## src/rtl/spt_pkg.sv

```systemverilog
`timescale 1ns / 1ps
// ----------------------------------------------------------------------------
// spt_pkg: shared definitions of the socket port table
// Table geometry, slot entry and cell control types, operation and status
// codes.
// ----------------------------------------------------------------------------
package spt_pkg;

  localparam int SLOTS        = 8;
  localparam int SLOT_W       = $clog2(SLOTS);
  localparam int CNT_W        = $clog2(SLOTS + 1);
  localparam int PORT_W       = 16;
  localparam int MAX_ATTEMPTS = 16384;
  localparam int TRY_W        = $clog2(MAX_ATTEMPTS);

  localparam logic [PORT_W-1:0] RESET_EPHEMERAL = 16'd49152;

  localparam logic [2:0] OP_OPEN  = 3'd0;
  localparam logic [2:0] OP_BIND  = 3'd1;
  localparam logic [2:0] OP_CLOSE = 3'd2;
  localparam logic [2:0] OP_COUNT = 3'd3;
  localparam logic [2:0] OP_INFO  = 3'd4;

  localparam logic [2:0] ST_OK          = 3'd0;
  localparam logic [2:0] ST_BAD_DESC    = 3'd1;
  localparam logic [2:0] ST_PORT_ZERO   = 3'd2;
  localparam logic [2:0] ST_PORT_IN_USE = 3'd3;
  localparam logic [2:0] ST_FULL        = 3'd4;
  localparam logic [2:0] ST_NOT_FOUND   = 3'd5;

  typedef struct packed {
    logic              used;
    logic [PORT_W-1:0] port;
  } entry_t;

  typedef struct packed {
    logic              shift;
    logic [PORT_W-1:0] key;
  } cell_ctl_t;

endpackage

```

## src/rtl/spt_cell.sv

```systemverilog
`timescale 1ns / 1ps
// ----------------------------------------------------------------------------
// spt_cell: one socket slot of the table
// Holds a used mark and a port, takes its neighbor's entry on a shift and
// compares its port against the broadcast key.
// ----------------------------------------------------------------------------
module spt_cell
  import spt_pkg::*;
(
  input  logic      clk,
  input  logic      rst,
  input  cell_ctl_t ctl,
  input  entry_t    shift_in,
  output entry_t    ent_out,
  output logic      hit
);

  entry_t ent;

  always_ff @(posedge clk) begin
    if (rst) begin
      ent <= '0;
    end else if (ctl.shift) begin
      ent <= shift_in;
    end
  end

  assign ent_out = ent;
  assign hit     = ent.used && (ent.port == ctl.key);

endmodule

```

## src/rtl/socket_port_table.sv

```systemverilog
`timescale 1ns / 1ps
// ----------------------------------------------------------------------------
// socket_port_table: socket slot table with ephemeral port assignment
// Bind, close, count and info rotate every slot once past the head, one slot
// a cycle, then finish into the output register. Open claims a free slot in
// that pass, tries port candidates one a cycle (1 to 16384), each against all
// cells at once, and writes the port in a second pass.
// One word is in work at a time; a finished result may wait at the output.
// Reset clears every slot at once and sets base and counter to 49152.
// ----------------------------------------------------------------------------
module socket_port_table
  import spt_pkg::*;
(
  input  logic        clk,
  input  logic        rst,
  input  logic        cfg_we,
  input  logic [15:0] cfg_data,     // ephemeral_base
  input  logic        s_tvalid,
  output logic        s_tready,
  input  logic [23:0] s_tdata,      // slot[3:0], port[19:4], rank[23:20]
  input  logic [2:0]  s_tuser,      // operation[2:0]
  output logic        m_tvalid,
  input  logic        m_tready,
  output logic [23:0] m_tdata,      // slot_out[2:0], port_out[18:3], used_count[22:19]
  output logic [2:0]  m_tuser       // status[2:0]
);

  localparam int SEL_W = (SLOT_W + 1 > 4) ? SLOT_W + 1 : 4;
  localparam int RK_W  = (CNT_W > 4) ? CNT_W : 4;

  typedef enum logic [2:0] {
    S_IDLE, S_SCAN, S_FINISH, S_SEARCH, S_WRITE, S_DONE
  } state_t;

  state_t            state;
  logic [2:0]        op;
  logic [3:0]        req_slot;
  logic [PORT_W-1:0] req_port;
  logic [3:0]        req_rank;
  logic              slot_ok;
  logic              clash;
  logic              tgt_used;
  logic              found;
  logic [SLOT_W-1:0] step;
  logic [CNT_W-1:0]  cnt;
  logic [SLOT_W-1:0] free_idx;
  logic [TRY_W-1:0]  tries;
  logic [PORT_W-1:0] new_port;
  logic [PORT_W-1:0] base;
  logic [PORT_W-1:0] next_eph;
  logic [2:0]        res_status;
  logic [2:0]        res_slot;
  logic [PORT_W-1:0] res_port;
  logic [3:0]        res_cnt;

  logic [3:0]        in_slot;
  logic [PORT_W-1:0] in_port;
  logic [3:0]        in_rank;
  logic [SLOTS-1:0]  hits;
  logic [SLOTS-1:0]  skip;
  entry_t            cell_out [SLOTS];
  entry_t            head;
  entry_t            head_wb;
  cell_ctl_t         ctl;
  logic              at_slot;
  logic              any_hit;
  logic [PORT_W-1:0] eph_inc;
  logic [PORT_W-1:0] eph_next;
  logic              pass_end;

  assign in_slot = s_tdata[3:0];
  assign in_port = s_tdata[19:4];
  assign in_rank = s_tdata[23:20];

  assign ctl.shift = (state == S_SCAN) || (state == S_WRITE);
  assign ctl.key   = (state == S_SEARCH) ? next_eph : in_port;

  // The row rotates toward cell 0; the tail takes the head entry back after
  // any change, so a full pass leaves slot i in cell i again.
  genvar gi;
  generate
    for (gi = 0; gi < SLOTS; gi++) begin : g_cell
      entry_t sin;
      if (gi == SLOTS - 1) begin : g_tail
        assign sin = head_wb;
      end else begin : g_mid
        assign sin = cell_out[gi+1];
      end
      spt_cell u_cell (
        .clk      (clk),
        .rst      (rst),
        .ctl      (ctl),
        .shift_in (sin),
        .ent_out  (cell_out[gi]),
        .hit      (hits[gi])
      );
      assign skip[gi] = (s_tuser == OP_BIND) && (SEL_W'(gi) == SEL_W'(in_slot));
    end
  endgenerate

  assign head     = cell_out[0];
  assign at_slot  = slot_ok && (SEL_W'(step) == SEL_W'(req_slot));
  assign any_hit  = |hits;
  assign pass_end = (step == SLOT_W'(SLOTS - 1));
  assign eph_inc  = next_eph + 16'd1;
  assign eph_next = ((eph_inc == '0) || (eph_inc < base)) ? base : eph_inc;

  always_comb begin
    head_wb = head;
    if (state == S_SCAN) begin
      case (op)
        OP_OPEN: begin
          if (!head.used && !found) begin
            head_wb.used = 1'b1;
            head_wb.port = '0;
          end
        end
        OP_BIND: begin
          if (at_slot && head.used && (req_port != '0) && !clash) begin
            head_wb.port = req_port;
          end
        end
        OP_CLOSE: begin
          if (at_slot && head.used) begin
            head_wb = '0;
          end
        end
        default: ;
      endcase
    end else if (state == S_WRITE) begin
      if (step == free_idx) begin
        head_wb.port = new_port;
      end
    end
  end

  always_ff @(posedge clk) begin
    if (rst) begin
      state    <= S_IDLE;
      m_tvalid <= 1'b0;
      base     <= RESET_EPHEMERAL;
      next_eph <= RESET_EPHEMERAL;
      step     <= '0;
    end else begin
      if (cfg_we) begin
        base <= cfg_data;
      end
      // The S_DONE arm reloads the output register on its own.
      if (m_tvalid && m_tready && (state != S_DONE)) begin
        m_tvalid <= 1'b0;
      end
      case (state)
        S_IDLE: begin
          if (s_tvalid) begin
            op         <= s_tuser;
            req_slot   <= in_slot;
            req_port   <= in_port;
            req_rank   <= in_rank;
            slot_ok    <= (SEL_W'(in_slot) < SEL_W'(SLOTS));
            clash      <= |(hits & ~skip);
            tgt_used   <= 1'b0;
            found      <= 1'b0;
            cnt        <= '0;
            step       <= '0;
            res_port   <= '0;
            res_slot   <= '0;
            res_cnt    <= '0;
            res_status <= ST_NOT_FOUND;
            if (s_tuser inside {OP_OPEN, OP_BIND, OP_CLOSE, OP_COUNT, OP_INFO}) begin
              state <= S_SCAN;
            end else begin
              state <= S_DONE;
            end
          end
        end
        S_SCAN: begin
          case (op)
            OP_OPEN: begin
              if (!head.used && !found) begin
                found    <= 1'b1;
                free_idx <= step;
              end
            end
            OP_BIND: begin
              if (at_slot) tgt_used <= head.used;
            end
            OP_CLOSE: begin
              if (at_slot) begin
                tgt_used <= head.used;
                if (head.used) res_port <= head.port;
              end
            end
            OP_COUNT: begin
              if (head.used) cnt <= cnt + CNT_W'(1);
            end
            OP_INFO: begin
              if (head.used) begin
                if (!found && (RK_W'(cnt) == RK_W'(req_rank))) begin
                  found    <= 1'b1;
                  res_port <= head.port;
                end
                cnt <= cnt + CNT_W'(1);
              end
            end
            default: ;
          endcase
          if (pass_end) begin
            step  <= '0;
            state <= S_FINISH;
          end else begin
            step <= step + SLOT_W'(1);
          end
        end
        S_FINISH: begin
          state <= ((op == OP_OPEN) && found) ? S_SEARCH : S_DONE;
          case (op)
            OP_OPEN: begin
              if (found) begin
                tries <= '0;
              end else begin
                res_status <= ST_FULL;
              end
            end
            OP_BIND: begin
              if (!tgt_used)            res_status <= ST_BAD_DESC;
              else if (req_port == '0)  res_status <= ST_PORT_ZERO;
              else if (clash)           res_status <= ST_PORT_IN_USE;
              else                      res_status <= ST_OK;
            end
            OP_CLOSE: begin
              res_status <= tgt_used ? ST_OK : ST_BAD_DESC;
            end
            OP_COUNT: begin
              res_status <= ST_OK;
              res_cnt    <= 4'(cnt);
            end
            OP_INFO: begin
              res_status <= found ? ST_OK : ST_NOT_FOUND;
            end
            default: ;
          endcase
        end
        S_SEARCH: begin
          // The claimed slot already reads as used with port zero here.
          next_eph <= eph_next;
          if (!any_hit || (tries == TRY_W'(MAX_ATTEMPTS - 1))) begin
            new_port   <= any_hit ? base : next_eph;
            res_port   <= any_hit ? base : next_eph;
            res_slot   <= 3'(free_idx);
            res_status <= ST_OK;
            step       <= '0;
            state      <= S_WRITE;
          end else begin
            tries <= tries + TRY_W'(1);
          end
        end
        S_WRITE: begin
          if (pass_end) begin
            step  <= '0;
            state <= S_DONE;
          end else begin
            step <= step + SLOT_W'(1);
          end
        end
        S_DONE: begin
          if (!m_tvalid || m_tready) begin
            m_tvalid <= 1'b1;
            m_tuser  <= res_status;
            m_tdata  <= {1'b0, res_cnt, res_port, res_slot};
            state    <= S_IDLE;
          end
        end
        default: state <= S_IDLE;
      endcase
    end
  end

  assign s_tready = (state == S_IDLE);

  // The row is aligned (slot i in cell i) whenever cells are compared by index.
  a_aligned: assert property (@(posedge clk) disable iff (rst)
    (state == S_IDLE || state == S_SEARCH || state == S_FINISH) |-> (step == '0))
    else $error("slot row not aligned outside a pass");

  a_claimed: assert property (@(posedge clk) disable iff (rst)
    (state == S_SEARCH) |-> cell_out[free_idx].used)
    else $error("open searching without a claimed slot");

  a_one_word: assert property (@(posedge clk) disable iff (rst)
    (s_tvalid && s_tready) |=> !s_tready)
    else $error("second word accepted while one is in work");

  a_full_zero: assert property (@(posedge clk) disable iff (rst)
    (m_tvalid && (m_tuser == ST_FULL)) |-> (m_tdata == '0))
    else $error("table full result carries data");

endmodule

```

## config.mk

```make
export PLATFORM = sky130hd
export DESIGN_NAME = socket_port_table
export DESIGN_NICKNAME = d
export VERILOG_FILES = /design/src/rtl/spt_pkg.sv /design/src/rtl/spt_cell.sv /design/src/rtl/socket_port_table.sv
export SDC_FILE = /design/constraint.sdc
export NUM_CORES = 1
export LEC_CHECK = 0
export BUFFER_PORTS_ARGS = -buffer_cell sky130_fd_sc_hd__buf_4
export CAP_MARGIN = 10
export CORE_UTILIZATION = 41
export DETAILED_ROUTE_END_ITERATION = 16
export SLEW_MARGIN = 20
export SYNTH_ARGS = -nofsm -noshare
export SYNTH_HDL_FRONTEND = slang
export SYNTH_SLANG_ARGS = --single-unit
```

## constraint.sdc

```tcl
create_clock -name clk -period 10.1 [get_ports clk]
set_clock_uncertainty 0.1 [all_clocks]
set_input_delay 1.01 -clock clk [delete_from_list [all_inputs] [get_ports clk]]
set_output_delay 1.01 -clock clk [all_outputs]
set_load 0.005 [all_outputs]
```

After elaboration in Yosys (flattened, before gate mapping)
Index checks and enable logic that the tools add are counted.

cells by class
  mux-type cells = 65
  bitwise gates (word level) = 3
  eq/ne operators = 56
  reductions and logical operators = 68
  $add $sub $neg = 4
  $lt $le $gt $ge = 2

operators by type and width
  operator                                                                number
  16-bit two-way mux                                                      13
  16-bit equality test                                                    8
  16-bit one-hot mux with 3 select lines                                  2
  14-bit two-way mux                                                      3
  3-bit two-way mux                                                       14
  17-bit two-way mux                                                      2
  16-bit zero test                                                        2
  16-bit one-hot mux with 2 select lines                                  1
  14-bit one-hot mux with 2 select lines                                  1
  1-bit logical AND                                                       25
  2-bit != test (second input constant)                                   10
  5-bit AND reduction                                                     4
  3-bit by 2-bit equality test with 1-bit output (second input constant)  6
  3-bit one-hot mux with 3 select lines                                   2
  3-bit one-hot mux with 6 select lines                                   1
  16-bit by 1-bit adder with 16-bit output (second input constant)        1
  3-bit by 4-bit equality test with 1-bit output (first input constant)   4
  16-bit less-than comparator                                             1
  4-bit two-way mux                                                       4
  4-bit one-hot mux with 2 select lines                                   2
  16-bit nonzero test                                                     1
  8-bit OR reduction                                                      2
  3-bit equality test (second input constant)                             5
  3-bit != test (second input constant)                                   5
  other kinds (36)                                                        79

word-level totals
  output and inout port bits = 29
  register bits after elaboration = 295
  logic and storage cells = 237

Logic depth before layout (Yosys ltp)
Gate-level depths: netlist (run 1).

  depth in word-level cells = 9
  gate-level depth with buffers = 16
  gate-level depth less buffers = 14

By module
Synthesis (run 1) repeated with hierarchy kept, for this count alone.

unflattened totals
  cells, all modules = 1410
  area, all modules = 14577.7 sq um

by module, submodules not included
  module             times used  area an instance (sq um)  sequential area each (sq um)  cells each
  socket_port_table  1           8371.8                    4384.2                        794
  spt_cell           8           775.7                     340.3                         77

Worst setup path before layout (run 1)
OpenSTA, ideal clock, no wires.

  kind = in2reg
  start point = input port s_tdata[18]
  end point = register tries[0] (enable)
  stages on the path = 11
  data required time = 9.610 ns
  path buffers = 2
  path slack = 5.731 ns
  arrival = 3.879 ns
  cell sequence = clkbuf_1 -> xor2_1 -> nor4_1 -> a21oi_1 -> a2111oi_0 -> nand4_1 -> o211ai_2 -> nor4b_2 -> buf_6 -> or3_1 -> a21oi_1

between the ends
  cells in the longest elaborated chain, start to end = 8
  elaborated cells between the ends (all ways) = 22

RTL lines
  element                                 line                      source
  start, declared                         socket_port_table.sv:20   input logic [23:0] s_tdata,
  16-bit two-way mux *                    socket_port_table.sv:76   assign ctl.key = (state == S_SEARCH) ? next_eph : in_port;
  16-bit equality test                    spt_cell.sv:29            assign hit = ent.used && (ent.port == ctl.key);
  1-bit logical AND                       spt_cell.sv:29
  8-bit OR reduction *                    socket_port_table.sv:103  assign any_hit = |hits;
  1-bit zero test *                       socket_port_table.sv:246  if (!any_hit || (tries == TRY_W'(MAX_ATTEMPTS - 1))) begin
  1-bit logical OR *                      socket_port_table.sv:246
  2-bit != test (no source line) *        -
  5-bit AND reduction (no source line) *  -
  end signal, assigned                    socket_port_table.sv:254  tries <= tries + TRY_W'(1);
  end, declared                           socket_port_table.sv:47   logic [TRY_W-1:0] tries;

Every way passes the cells marked *; elsewhere a longest branch is shown, timed or not.
A chain may end at the register's enable or synchronous reset.

Worst setup path after layout (run 1)
  start point = register state[1]
  end point = register tries[5] (enable)

between the ends
  cells in the longest elaborated chain, start to end = 9
  elaborated cells between the ends (all ways) = 27

RTL lines
  element                                         line                                               source
  start, declared                                 socket_port_table.sv:35                            state_t state;
  start signal, assigned                          socket_port_table.sv:215                           state <= ((op == OP_OPEN) && found) ? S_SEARCH : S_DONE;
  3-bit by 2-bit equality test with 1-bit output  socket_port_table.sv:76, socket_port_table.sv:152
  16-bit two-way mux                              socket_port_table.sv:76
  16-bit equality test                            spt_cell.sv:29
  1-bit logical AND                               spt_cell.sv:29
  8-bit OR reduction                              socket_port_table.sv:103
  1-bit zero test                                 socket_port_table.sv:246
  1-bit logical OR                                socket_port_table.sv:246
  2-bit != test (no source line)                  -
  5-bit AND reduction (no source line) *          -

Marked as above.

==> impl_metrics.ini, run 1 <==
[clocking]
cts.sinks = 295
cts_tree = done
hold_buffers = 0
htreeDepth = 2
clockBufferDepth = 3
post-cts-setup-buffers = 0
clk_pin_slew_ps = 60
clk_latency_ps = 560
cts_resized = 0
cts_buffers = 34
root_buffer = clkbuf_16

[worst_setup_path]
path_class = flip-flop to flip-flop
required_ps = 10180
crit_slowest_cell = dfxtp_1
arrival_ps = 5950
cp_common_cell = buf_4
cp_max_fo = 49
critPathMaxStageDelay_ps = 840
startpoint_type = flip-flop
end_kind = flip-flop
crit_chain = nand3b_4 > buf_4 > mux2i_1 > nor2_1 > or4b_1 > o211ai_1 > nor4b_4 > buf_4 > or3_1 > a21oi_2

[yosys]
synthMostInstantiatedCell = nand2_1
synth.avg_cell_area_um2 = 9.05
synthDistinctLibCells = 76
yosysTopAreaCellShare = 0.235
ys_ff_latch = 295
synth_edf_count = 120
ys.flop_type = dfxtp_1
synth_area_mm2 = 0.0153
syn-num-nets = 1764
yosysSeqAreaShare = 0.463
synth_top_cell_by_area = edfxtp_1
yosysWarnings = 0
syn_inst = 1695
yosys-top-cells-count = 309 x nand2_1, 180 x a21oi_1, 175 x dfxtp_1
ys_top_cells_by_area = edfxtp_1 24%, dfxtp_1 23%, nand2_1 7.6%
async_reset_ff_frac = 0

[global_routing]
grtUsageTotal = 0.293
grt_pass1_vias = 12600
grt-ovfl-total = 0
grt_pass1_wl_um = 82300
grt_max_degree = 91
antenna_found_initial = 1

[timing]
rsz0062_at_grt = false
setup_tns_ps = 0
min_period_ps = 5870
relSlewSlack = 0.363
slew_viol_final = 0
finalHoldWorstSlack_ps = 311
setup_viol = 0
clock.fmax_mhz = 170
hold_violations = 0
fin_crit_sh = 0.582
tightest_slew_ps = 929

[drt]
wl_um = 56300
drt_iter0_drc = 1523
drtAntennaViolNets = 0
vias = 13400
drc = 0
wl_per_cell_um = 25.6
viasPerCell = 6.11
drt_first_pass_iters = 6

[die]
die_y_um = 195
start_util = 0.418
chipWidth_um = 195
io_pins = 77
num_rows = 70
dieArea_mm2 = 0.0382
coreArea_mm2 = 0.0367

[status]
status = complete, no violations

[power_and_ir_drop]
power_density_mw_per_mm2 = 170
peakVddDrop_mv = 0.100
leakagePower_nw = 6.06
finalPower_mw = 2.95

[layout]
final_nets = 1778
antenna_cells = 0
drive_above_1_share = 0.106
area_growth_pct = 13.0
post-route-util = 0.472

[min_path]
worstHoldPathType = flip-flop to flip-flop

[flow_run]
drv_cap = 0

[placed_design]
routabilityCongestion = 0.959
dpl.hpwl_um = 39700
io_buffers = 75
metrics by stage:
| stage | area, um^2 | setup slack, ps | cells |
|---|---|---|---|
| finish | 17300 | 4230 | 2202 |
| global route | 17300 | 3920 | 2202 |
| CTS | 17300 | 4320 | 2202 |
| detailed placement | 16200 | 4330 | 2141 |
| global placement | 16200 | 4060 | 2141 |
| floorplan | 15300 | 5730 | 1695 |
path summary, 6_finish.rpt:
kind / startpoint / end / slack [ps] / depth (start not counted)
min reg2reg: res_status[1]$_DFFE_PP_ / m_tuser[1]$_DFFE_PP_ / 310 / 0
max reg2reg: state[1]$_SDFFE_PP0P_ / tries[5]$_SDFFCE_PN0P_ / 4230 / 10
min: res_status[1]$_DFFE_PP_ / m_tuser[1]$_DFFE_PP_ / 310 / 0
max: state[1]$_SDFFE_PP0P_ / tries[5]$_SDFFCE_PN0P_ / 4230 / 10
worst max-delay path, delay by kind of cell, from the launching register on:
kind | cells | cell delay (ps)
simple gates | 5 | 1880
flops | 1 | 840
mux | 1 | 790
buf+inv | 2 | 840
compound gates | 2 | 970
routing by layer:
metal / global-route usage / share of wire / vias up
li1: - / - / 6075
met1: 0.391 / 0.42 / 6536
met2: 0.460 / 0.45 / 695
met3: 0.0646 / 0.093 / 138
met4: 0.121 / 0.041 / 2
met5: 0 / 0.00023 / -
power breakdown:
| group | switching, mW | internal, mW |
|---|---|---|
| logic | 0.246 | 0.104 |
| clock network | 0.512 | 0.759 |
| registers | 0.0471 | 1.28 |
cell families (layout without fill, tap and decap cells):
family | count (synthesis) | count (layout) | share of synthesized area
multiplexers | 58 | 58 | 0.0422
XOR/XNOR | 135 | 135 | 0.0771
buffers and inverters | 189 | 228 | 0.0497
flip-flops | 295 | 295 | 0.463
AO/OA/AOI/OAI | 420 | 420 | 0.179
AND/OR/NAND/NOR | 576 | 576 | 0.172
adder cells (fa/ha/maj) | 21 | 21 | 0.0171
other | 1 | 1 | 0.000245
layout by cell type (no fill, tap or decap), types with 7 or more instances in the layout:
| cell type | n |
|---|---|
| nand2_1 | 309 |
| a21oi_1 | 178 |
| dfxtp_1 | 175 |
| edfxtp_1 | 120 |
| buf_4 | 91 |
| xnor2_1 | 86 |
| nor2_1 | 77 |
| inv_1 | 73 |
| xor2_1 | 49 |
| mux2i_1 | 44 |
| o22ai_1 | 37 |
| nand3_1 | 36 |
| o21ai_0 | 35 |
| clkbuf_16 | 35 |
| nor3_1 | 32 |
| nor4_1 | 24 |
| a22o_1 | 22 |
| ha_1 | 21 |
| nand2b_1 | 18 |
| a221oi_1 | 17 |
| nor2b_1 | 16 |
| a211o_1 | 15 |
| nand4_1 | 13 |
| a2111oi_0 | 11 |
| and2_1 | 11 |
| mux2i_2 | 9 |
| and3_1 | 8 |
| o221ai_1 | 8 |
| o211ai_1 | 8 |
| a31oi_1 | 8 |
| a222oi_1 | 7 |
| o2111ai_1 | 7 |
| clkinv_2 | 7 |
state kept, by name (all words and copies together) (netlist names), 4 cells and up:
name / cells
base: 16
cnt: 4
g_cell.u_cell.ent_out: 136
m_tdata: 23
new_port: 16
next_eph: 16
req_port: 16
req_rank: 4
req_slot: 4
res_cnt: 4
res_port: 16
tries: 14
final cells by class:
type | count | area (um^2)
Fill cell | 3499 | 19400
Multi-Input combinational cell | 1211 | 7520
Sequential cell | 295 | 7110
Clock buffer | 43 | 926
Timing Repair Buffer | 92 | 694
Tap cell | 468 | 586
Inverter | 75 | 282
Clock inverter | 18 | 219
(Power assumes the default switching activity.)
==> run 2: changes to the inputs <==
==> constraint.sdc (replaced) <==
create_clock -name clk -period 5.8 [get_ports clk]
set_clock_uncertainty 0.1 [all_clocks]
set_input_delay 0.58 -clock clk [delete_from_list [all_inputs] [get_ports clk]]
set_output_delay 0.58 -clock clk [all_outputs]
set_load 0.005 [all_outputs]
==> run 2 against run 1 <==
Global-route usage decreased by 0.26 points; clock-buffer cell count down 1; utilization increased by 0.40 points; non-clock buffer count up 11; via count increased by 0.74%; fmax increased by 13%; die area unchanged; clock power up 85%; design area increased by 0.85%; sequential power grew 74%; worst setup slack lost 3600 ps; combinational power up 76%; critical path type unchanged; critical endpoint is now new_port[8]$_DFFE_PP_.
==> impl_metrics.ini, run 2 (synthesized netlist as in run 1, its figures left out) <==
[clocking]
htreeDepth = 2
clockBufferDepth = 3
clk_pin_slew_ps = 60
cts.sinks = 295
post-cts-setup-buffers = 0
cts_buffers = 34
hold_buffers = 0
root_buffer = clkbuf_16
cts_resized = 0
clk_latency_ps = 570
cts_tree = done

[power_and_ir_drop]
peakVddDrop_mv = 0.275
leakagePower_nw = 6.16
power_density_mw_per_mm2 = 302

[timing]
min_period_ps = 5220
tightest_slew_ps = 950
setup_tns_ps = 0
setup_viol = 0
fin_crit_sh = 0.900
slew_viol_final = 0
clock.fmax_mhz = 192
relSlewSlack = 0.361
hold_violations = 0
rsz0062_at_grt = false

[placed_design]
dpl.hpwl_um = 39300
routabilityCongestion = 0.983
place_area_mm2 = 0.0163
io_buffers = 75

[worst_setup_path]
timing.rr.end = new_port[8]$_DFFE_PP_
arrival_ps = 5390
worstReg2RegStart = state[2]$_SDFFE_PP0P_
crit_slowest_cell = nor4b_4
crit_start = state[2]$_SDFFE_PP0P_
startpoint_type = flip-flop
path_class = flip-flop to flip-flop
critPathMaxStageDelay_ps = 780
cp_max_fo = 35
rr_worst_depth = 11
rrSetupSlack_ps = 580
required_ps = 5970
end_kind = flip-flop
crit_chain = nand3b_4 > buf_4 > mux2i_2 > xnor2_1 > nor4_1 > nand4_1 > o211ai_2 > nor4b_4 > nor2_1 > nor2_1 > buf_4
setup.worst_path.end = new_port[8]$_DFFE_PP_

[min_path]
hp-start = s_tdata[20]
worstHoldPathType = primary input to flip-flop
whs_path_depth = 1

[global_routing]
grtUsageTotal = 0.291
grt_pass1_wl_um = 82300
grt-ovfl-total = 0
grt_most_used_layer = met2
antenna_found_initial = 0
grt_max_degree = 97
use_met1 = 0.394
grt.met3_usage = 0.0606
grt_pass1_vias = 12800
met2_usage = 0.437

[drt]
drt_first_pass_iters = 6
wl_per_cell_um = 25.1
wl_um = 55500
vias = 13500
drtAntennaViolNets = 0
viasPerCell = 6.12
drc = 0
drt_iter0_drc = 1433

[layout]
final_common_cell = nand2_1
fin_area_mm2 = 0.0175
final_nets = 1789
final_cell_mix = 309 x nand2_1, 179 x a21oi_1, 175 x dfxtp_1, 120 x edfxtp_1, 102 x buf_4
largest_register_ffs = 136
drive_above_1_share = 0.109
antenna_cells = 0
fill_cells = 3492
area_growth_pct = 14.0

[die]
coreArea_mm2 = 0.0367
num_rows = 70
die_y_um = 195
io_pins = 77
start_util = 0.418
chipWidth_um = 195
dieArea_mm2 = 0.0382

[status]
status = complete, no violations

[flow_run]
drv_cap = 0
[run 2: metrics by stage]
step                      worst slack, ps  hold slack, ps  total power [mW]  utilization  std cells
final                                 581             102              5.28        0.476       2213
after global routing                  419            84.5              5.46        0.476       2213
after CTS                             698            85.2              5.32        0.476       2213
after detailed placement              709             305              2.97        0.443       2152
after global placement                913             302              2.96        0.443       2152
after floorplan                      1860             300              2.74            -       1695
[run 2: cell type report]
| type | count | area, um^2 | area share |
|---|---|---|---|
| Sequential cell | 295 | 7110 | 0.407 |
| Inverter | 75 | 282 | 0.0161 |
| Clock inverter | 19 | 309 | 0.0177 |
| Multi-Input combinational cell | 1211 | 7510 | 0.430 |
| Clock buffer | 42 | 911 | 0.0521 |
| Tap cell | 468 | 586 | 0.0335 |
| Timing Repair Buffer | 103 | 777 | 0.0445 |
[run 2: worst min path at each step]
stage / slack (ps) / endpoint
3_5_place_dp: 300 / m_tuser[0]$_DFFE_PP_
4_1_cts: 90 / req_rank[0]$_DFFE_PP_
3_3_place_gp: 300 / m_tdata[4]$_DFFE_PP_
6_report: 100 / req_rank[0]$_DFFE_PP_
2_1_floorplan: 300 / m_tdata[0]$_DFFE_PP_
5_1_grt: 80 / req_rank[0]$_DFFE_PP_
[run 2: routing by layer]
| layer | share of wire | wire (um) |
|---|---|---|
| met1 | 0.42 | 23200 |
| met2 | 0.43 | 24100 |
| met3 | 0.095 | 5280 |
| met4 | 0.054 | 3020 |
| met5 | 0 | 0 |
[run 2: worst max-delay path: cells and delay by family, from the launching register on]
kind | cells | cell delay, ps
flops | 1 | 670
simple gates | 6 | 2480
buf+inv | 2 | 710
xor+xnor | 1 | 190
compound gates | 1 | 180
mux | 1 | 530
[run 2: power by group]
part	internal, mW	leakage (nW)	switching [mW]	total, mW
combinational	0.185	3.03	0.430	0.615
sequential	2.23	2.54	0.0807	2.32
clock	1.44	0.594	0.908	2.35
total	3.86	6.16	1.42	5.28
